<file path="config.mk">
export PLATFORM = sky130hd
export DESIGN_NAME = mf3_window_flat
export DESIGN_NICKNAME = d
export VERILOG_FILES = /design/src/design/mf3_pkg.sv /design/src/design/mf3_stream_if.sv /design/src/design/mf3_window.sv /design/src/flat_wrapper.sv
export SDC_FILE = /design/constraint.sdc
export NUM_CORES = 1
export LEC_CHECK = 0
export BUFFER_PORTS_ARGS = -buffer_cell sky130_fd_sc_hd__buf_2
export CORE_AREA = 2 2 39 41
export CTS_CLUSTER_SIZE = 14
export DETAILED_ROUTE_END_ITERATION = 16
export DIE_AREA = 0 0 41 43
export PLACE_DENSITY = 0.69
export SLEW_MARGIN = 10
export SYNTH_ARGS = -nofsm -noshare
export SYNTH_HDL_FRONTEND = slang
export SYNTH_SLANG_ARGS = --single-unit
</file>
<file path="constraint.sdc">
create_clock -name clk -period 1.4 [get_ports clk]
set_input_delay 0.21 -clock clk [delete_from_list [all_inputs] [get_ports clk]]
set_output_delay 0.21 -clock clk [all_outputs]
set_load 0.03 [all_outputs]
</file>
<file path="src/design/mf3_pkg.sv">
// Package for the 3x3 mean filter stream block.
// Holds widths, reset values, register codes, payload types and the mean divider.
// No dependencies.
package mf3_pkg;

  localparam int PIX_W = 8;
  localparam int CFG_W = 11;
  localparam int POS_W = 10;
  localparam int SUM_W = 12;
  localparam int RECIP_W = 14;
  localparam int RECIP_SHIFT = 16;

  localparam int DEFAULT_MAX_WIDTH = 1024;
  localparam int DEFAULT_MAX_HEIGHT = 1024;
  localparam int MIN_SIZE = 2;

  localparam logic [CFG_W-1:0] WIDTH_RESET = CFG_W'(640);
  localparam logic [CFG_W-1:0] HEIGHT_RESET = CFG_W'(480);

  // Reciprocals scaled by 2^16 and rounded up; exact for every sum below 32768.
  localparam logic [RECIP_W-1:0] RECIP_6 = RECIP_W'(10923);
  localparam logic [RECIP_W-1:0] RECIP_9 = RECIP_W'(7282);

  typedef enum logic [0:0] {
    REG_IMAGE_WIDTH  = 1'b0,
    REG_IMAGE_HEIGHT = 1'b1
  } reg_index_t;

  typedef struct packed {
    logic [PIX_W-1:0] pixel_in;
  } pixel_t;

  typedef struct packed {
    logic [PIX_W-1:0] mean_out;
    logic [POS_W-1:0] out_row;
    logic [POS_W-1:0] out_col;
    logic             frame_last;
  } result_t;

  typedef struct packed {
    logic row_ge1;
    logic col_ge1;
    logic top_in;
    logic left_in;
    logic last_col;
    logic last_row;
  } mf3_flags_t;

  typedef struct packed {
    logic [PIX_W-1:0] pixel;
    logic [PIX_W-1:0] above;
    logic [PIX_W-1:0] two_above;
    logic [POS_W-1:0] row;
    logic [POS_W-1:0] col;
    mf3_flags_t       flags;
  } mf3_item_t;

  // Truncated mean of a window sum over 2 or 3 rows by 2 or 3 columns.
  function automatic logic [PIX_W-1:0] mean_div(input logic [SUM_W-1:0] sum,
                                                input logic three_rows,
                                                input logic three_cols);
    logic [RECIP_W-1:0]       recip;
    logic [SUM_W+RECIP_W-1:0] prod;
    logic [PIX_W-1:0]         q;
    recip = (three_rows && three_cols) ? RECIP_9 : RECIP_6;
    prod = (SUM_W+RECIP_W)'(sum) * (SUM_W+RECIP_W)'(recip);
    if (!three_rows && !three_cols) begin
      q = sum[PIX_W+1:2];
    end else begin
      q = prod[RECIP_SHIFT +: PIX_W];
    end
    return q;
  endfunction

endpackage

</file>
<file path="src/design/mf3_stream_if.sv">
// Valid/ready stream interface used for the pixel input and the result output.
// The payload type is given at instantiation; no other dependencies.
interface mf3_stream_if #(
  parameter type payload_t = logic
) ();
  logic     valid;
  logic     ready;
  payload_t payload;

  modport source (output valid, output payload, input ready);
  modport sink (input valid, input payload, output ready);
endinterface

</file>
<file path="src/design/mf3_window.sv">
// Window and result stage of the 3x3 mean filter: the 3x3 window registers,
// the four window means and the result register drained one transfer at a time.
// Uses mf3_pkg and mf3_stream_if.
module mf3_window (
  input  logic               clk,
  input  logic               rst,
  input  mf3_pkg::mf3_item_t item,
  input  logic               item_valid,
  output logic               item_take,
  mf3_stream_if.source       result_stream
);
  import mf3_pkg::*;

  logic [PIX_W-1:0] win [3][3];
  logic [PIX_W-1:0] win_next [3][3];
  logic [PIX_W+1:0] col_full [3];
  logic [PIX_W+1:0] col_bot [3];
  logic [SUM_W-1:0] sum_full_all, sum_full_right, sum_bot_all, sum_bot_right;

  result_t          res [4];
  result_t          res_next [4];
  logic [3:0]       pend;
  logic [3:0]       pend_new;
  logic [1:0]       sel;
  logic             fire;
  logic             last_one;
  logic             can_load;
  logic [POS_W-1:0] row_up, col_left;

  always_comb begin
    for (int a = 0; a < 3; a++) begin
      win_next[a][0] = win[a][1];
      win_next[a][1] = win[a][2];
    end
    win_next[0][2] = item.two_above;
    win_next[1][2] = item.above;
    win_next[2][2] = item.pixel;

    for (int b = 0; b < 3; b++) begin
      col_bot[b] = (PIX_W+2)'(win_next[1][b]) + (PIX_W+2)'(win_next[2][b]);
      col_full[b] = col_bot[b] + (item.flags.top_in ? (PIX_W+2)'(win_next[0][b]) : '0);
    end

    sum_full_right = SUM_W'(col_full[1]) + SUM_W'(col_full[2]);
    sum_full_all = sum_full_right + (item.flags.left_in ? SUM_W'(col_full[0]) : '0);
    sum_bot_right = SUM_W'(col_bot[1]) + SUM_W'(col_bot[2]);
    sum_bot_all = sum_bot_right + (item.flags.left_in ? SUM_W'(col_bot[0]) : '0);

    row_up = item.row - POS_W'(1);
    col_left = item.col - POS_W'(1);

    // Result for the pixel up and to the left, then the right edge, then the bottom row.
    res_next[0] = '{mean_out: mean_div(sum_full_all, item.flags.top_in, item.flags.left_in),
                    out_row: row_up, out_col: col_left, frame_last: 1'b0};
    res_next[1] = '{mean_out: mean_div(sum_full_right, item.flags.top_in, 1'b0),
                    out_row: row_up, out_col: item.col, frame_last: 1'b0};
    res_next[2] = '{mean_out: mean_div(sum_bot_all, 1'b0, item.flags.left_in),
                    out_row: item.row, out_col: col_left, frame_last: 1'b0};
    res_next[3] = '{mean_out: mean_div(sum_bot_right, 1'b0, 1'b0),
                    out_row: item.row, out_col: item.col, frame_last: 1'b1};

    pend_new[0] = item.flags.row_ge1 && item.flags.col_ge1;
    pend_new[1] = item.flags.row_ge1 && item.flags.last_col;
    pend_new[2] = item.flags.row_ge1 && item.flags.last_row && item.flags.col_ge1;
    pend_new[3] = item.flags.row_ge1 && item.flags.last_row && item.flags.last_col;
  end

  always_comb begin
    sel = 2'd0;
    for (int k = 3; k >= 0; k--) begin
      if (pend[k]) begin
        sel = 2'(k);
      end
    end
  end

  assign result_stream.valid = |pend;
  assign result_stream.payload = res[sel];
  assign fire = result_stream.valid && result_stream.ready;
  assign last_one = ((pend & (pend - 4'd1)) == 4'd0);
  assign can_load = (pend == 4'd0) || (fire && last_one);
  assign item_take = item_valid && can_load;

  always_ff @(posedge clk) begin
    if (rst) begin
      pend <= '0;
      for (int a = 0; a < 3; a++) begin
        for (int b = 0; b < 3; b++) begin
          win[a][b] <= '0;
        end
      end
    end else if (item_take) begin
      pend <= pend_new;
      win <= win_next;
    end else if (fire) begin
      // Each transfer retires the lowest pending result.
      pend <= pend & (pend - 4'd1);
    end
  end

  always_ff @(posedge clk) begin
    if (item_take) begin
      res <= res_next;
    end
  end

endmodule

</file>
<file path="src/flat_wrapper.sv">
// flat-port wrapper written by rule: the top's interface ports become plain ports
module mf3_window_flat import mf3_pkg::*;
  (clk, rst, item, item_valid, item_take, result_stream_valid, result_stream_payload, result_stream_ready);
  mf3_stream_if result_stream_i ();
  input  logic clk;
  input  logic rst;
  input  mf3_pkg::mf3_item_t item;
  input  logic item_valid;
  output logic item_take;
  output wire logic [$bits(result_stream_i.valid)-1:0] result_stream_valid;
  output wire logic [$bits(result_stream_i.payload)-1:0] result_stream_payload;
  input wire logic [$bits(result_stream_i.ready)-1:0] result_stream_ready;
  assign result_stream_valid = result_stream_i.valid;
  assign result_stream_payload = result_stream_i.payload;
  assign result_stream_i.ready = result_stream_ready;
  mf3_window u_core (.clk(clk), .rst(rst), .item(item), .item_valid(item_valid), .item_take(item_take), .result_stream(result_stream_i));
endmodule
</file>
Yosys cells after proc, flatten, opt, wreduce, memory -nomap -nowiden:

Cells that the tools add are included.

* flip-flop bits (word level): 124
* input port bits: 54
* output and inout port bits: 3
* word-level logic and storage cells: 69

* $add $sub $neg: 13
* multiply operators: 3
* $lt $le $gt $ge: 1
* muxes and demuxes: 18
* bitwise gates (word level): 2
* reduce and logical (&&, ||, !) cells: 17

Operator list (number)
* 29-bit binary-select mux with 2-bit select: 1
* 12-bit by 14-bit multiplier with 24-bit output (second input constant): 2
* 8-bit two-way mux: 6
* 10-bit adder: 3
* 8-bit by 8-bit adder with 9-bit output: 3
* 12-bit adder: 2
* 12-bit by 14-bit multiplier with 24-bit output: 1
* 10-bit by 10-bit adder with 11-bit output: 2
* 10-bit two-way mux: 2
* 10-bit by 1-bit subtractor with 10-bit output (second input constant): 2
* 14-bit two-way mux: 1
* 1-bit logical AND: 10
* 4-bit logical NOT: 2
* 2-bit two-way mux: 4
* 4-bit two-way mux: 2
* 4-bit bitwise AND: 1
* 4-bit OR reduction: 1
* 4-bit by 1-bit subtractor with 4-bit output (second input constant): 1
* 3-bit >= comparator (second input constant): 1
* 2-bit inverter with 3-bit output: 1
* 1-bit logical NOT: 2
* 1-bit two-way mux: 2
* 2-bit nonzero test: 1
* 1-bit logical OR: 1

Logic depth before layout (Yosys ltp):

* word-level depth: 8
* depth in mapped cells: 4
* mapped depth without buffers: 4

Worst setup path after synthesis:

No wires, ideal clock.

* path type: flip-flop to output port
* start point: register u_core.pend[2]
* end point: output port result_stream_payload
* data arrival time: 1.434 ns
* required time: 1.190 ns
* path slack: -0.244 ns
* cell stages (with the launch flop): 2
* buffers on the path: 0
* cells stage by stage: dfxtp_1 -> nor4b_1

* longest elaborated chain between the ends: 7

RTL lines
* start: declaration: line mf3_window.sv:22 `logic [3:0] pend;`
* start signal: assignment: line mf3_window.sv:93 `pend <= pend_new;`
* start signal: assignment: line mf3_window.sv:97 `pend <= pend & (pend - 4'd1);`
* 2-bit two-way mux (3 in series): line mf3_window.sv:71 `if (pend[k]) begin`
* 2-bit inverter with 3-bit output (implied by the code): line mf3_window.sv:78 `assign result_stream.payload = res[sel];`
* 29-bit binary-select mux with 2-bit select: line mf3_window.sv:78
* 1-bit two-way mux (implied by the code) (2 in series): line mf3_window.sv:78
* end: declaration: line flat_wrapper.sv:11 `output wire logic [$bits(result_stream_i.payload)-1:0] result_stream_payload;`

Every way passes these cells. The select of a mux whose other input is x is not followed.

Final worst setup path:

* start point: register u_core.pend[0]
* end point: output port result_stream_payload

* longest elaborated chain between the ends: 5

RTL lines (line)
* 2-bit two-way mux: mf3_window.sv:71
* 2-bit inverter with 3-bit output (implied by the code): mf3_window.sv:78
* 29-bit binary-select mux with 2-bit select: mf3_window.sv:78
* 1-bit two-way mux (implied by the code) (2 in series): mf3_window.sv:78

Every way passes these cells. The select of a mux whose other input is x is not followed.

==> qor.yml <==
routing:
  vias_per_cell: 4.73
  drcViolationCount: 0
  drt_iter0_markers: 4
  drt_first_pass_iters: 3
  vias: 336
  wl_per_cell_um: 11.3
  drt.antenna.violating_nets: 0
  routed_wl_um: 801
pwr:
  p_leak_nw: 0.224
  power_uw: 467
  cellPowerDensity_nw_per_um2: 910
  irDropWorstVdd_mv: 0.394
critical_path:
  timing.critical_path.cells: "buf_4 -> buf_4 -> nor4b_2 -> buf_2"
  crit_family: "buffers and inverters"
  path_max_fanout: 4
  setup.worst_path.class: "reg2out"
  path_depth: 4
  critical_path_buf_inv_count: 3
  arrival_ps: 1220
  r2r_cells: 5
  slowest_delay_ps: 330
  crit_required_ps: 1190
  startpoint_type: "flip-flop"
  critPathCaptureType: "output pin"
  crit_slowest_cell: "dfxtp_2"
  cpMostUsedCell: "buf_4"
synth:
  avgSynthCellArea_um2: 7.70
  ys_top_cells_by_area: "dfxtp_1 32%, o31ai_1 12%, nand2_1 10%, nand2b_4 5.4%, inv_1 4.4%"
  synth_top_area_cell: "dfxtp_1"
  syn_area_um2: 254
  yosysWarnings: 0
  synth-seq-cells: 4
  synth_fa_ha_area_frac: 0
  post_synth_xor_area_fraction: 0
  synth_cells: 33
  synthSimpleGateAreaFrac: 0.335
  synth_compound_area_frac: 0.305
  ys_seq_area_frac: 0.315
  netlist-cell-type-count: 17
  synth_fp_nets: 87
  synthMuxAreaShare: 0
  yosysTopAreaCellShare: 0.315
  synth_top_family_by_area: "simple AND/OR/NAND/NOR gates"
clock_tree:
  root_buffer: "clkbuf_4"
  clk_latency_ps: 230
  clkTransAtPathRegs_ps: 30
  cts_tree: "done"
  cts_buffers: 3
  cts_max_path_buffers: 2
  cts_hold_buf: 0
  h-tree-depth: 1
  cts_sinks: 4
grt:
  antenna_found_initial: 0
  grt_pass1_vias: 331
  grt_use_total: 0.102
  grt_max_degree: 8
  gr-total-overflow: 0
  grt_pass1_wl_mm: 1.25
cells_and_area:
  area_growth_pct: 102
  reg_top3: "u_core.pend x4"
  layout.cells.non_filler: 71
  layout_common_cells: "9 x buf_2, 8 x buf_4, 7 x nand2_1, 3 x inv_1, 3 x clkbuf_4"
  largest_reg_flops: 4
  layout.nets: 111
  insertedDiodeCount: 0
  final_common_cell: "buf_2"
  layout-drive-gt1-share: 0.655
  largest_register: "u_core.pend"
floorplanning:
  io_pins: 57
  die_width_um: 41
  die-area_um2: 1760
  die_h_um: 43
  core_um2: 1380
  num_rows: 14
  start_util: 0.184
sta:
  fin_tns_setup_ps: -57.6
  finalClockSkew_ps: 2.49
  worst_pin_slew_ps: 300
  relSlewSlack: 0.797
  setup_viol: 3
  slew_viol_final: 0
  post-route-period-util: 1.02
  rsz0062_at_grt: "true"
  final_hold_viol_count: 0
  period_needed_ps: 1430
  fmax_mhz: 699
  worst_slack_ps: -30.0
worst_hold_path:
  hold_class: "in2reg"
  hold_depth: 2
status:
  violations: "setup timing"
  status: "finished, violations left"
run:
  maxCapViolations: 0
place:
  globalplace.congestion: 0.630
  portBuffers: 10
  preCtsSetupSlack_ps: 55.7
  dp.cells: 63
  dp_hpwl_um: 518
worst register-to-register path: cells and delay by family (launching register included):
kind / cells / cell delay [ps]
simple gates: 1 / 340
buf+inv: 1 / 140
compound gates: 3 / 470
flops: 1 / 350
power breakdown:
part / switching (mW) / internal, mW
combinational: 0.0989 / 0.0857
sequential: 0.0161 / 0.125
clock: 0.0453 / 0.0958
total: 0.160 / 0.307
cells in the mapped netlist (all sizes together):
master   n
a31oi    1
o311ai   1
nor3     1
inv      3
nor2b    1
nand2    7
or3b     1
o21ai    1
o31ai    4
a2111oi  1
nor2     3
nand3    1
dfxtp    4
a211o    1
nor4b    1
nand2b   1
o2111ai  1
layout make-up:
type,count,area (µm²)
fill,152,871
multi-input combinational,26,241
timing repair buffer,19,128
sequential,4,90.1
clock buffer,3,22.5
tap,16,20.0
inverter,3,11.3
cell families (layout without fill, tap and decap cells):
kind of cell	Yosys count	in the layout
AND/OR/NAND/NOR	16	16
AO/OA/AOI/OAI	10	10
flip-flops	4	4
buffers and inverters	3	25
metrics by stage:
step	cell area, µm²	util	hold slack, ps
2_1_floorplan	260	-	311
3_3_place_gp	360	0.260	428
3_5_place_dp	360	0.260	437
4_1_cts	447	0.323	185
5_1_grt	513	0.371	224
6_report	513	0.371	220
layer usage:
| layer | GRT usage | up-vias | share of wire |
|---|---|---|---|
| met1 | 0.131 | 154 | 0.38 |
| met4 | 0.0800 | 0 | 0.0075 |
| met5 | 0 | - | 0 |
| met2 | 0.141 | 11 | 0.53 |
| met3 | 0.0209 | 2 | 0.079 |
| li1 | - | 169 | - |
final timing paths:
path / startpoint / end / slack (ps)
hold / removal: rst / u_core.pend[1] / 220
setup / recovery: u_core.pend[0] / result_stream_payload / -30
setup reg to reg: u_core.pend[3] / u_core.pend[2] / -20
hold reg to reg: u_core.pend[3] / u_core.pend[3] / 550
what timing repair did:
item | 4_1_cts | 5_1_grt
setup buffers | 2 | 4
setup endpoints to repair | 1 | 5
pin swaps | 1 | 2
gates resized for setup | 13 | 9
Note: power is estimated with default switching activity, not from simulation.
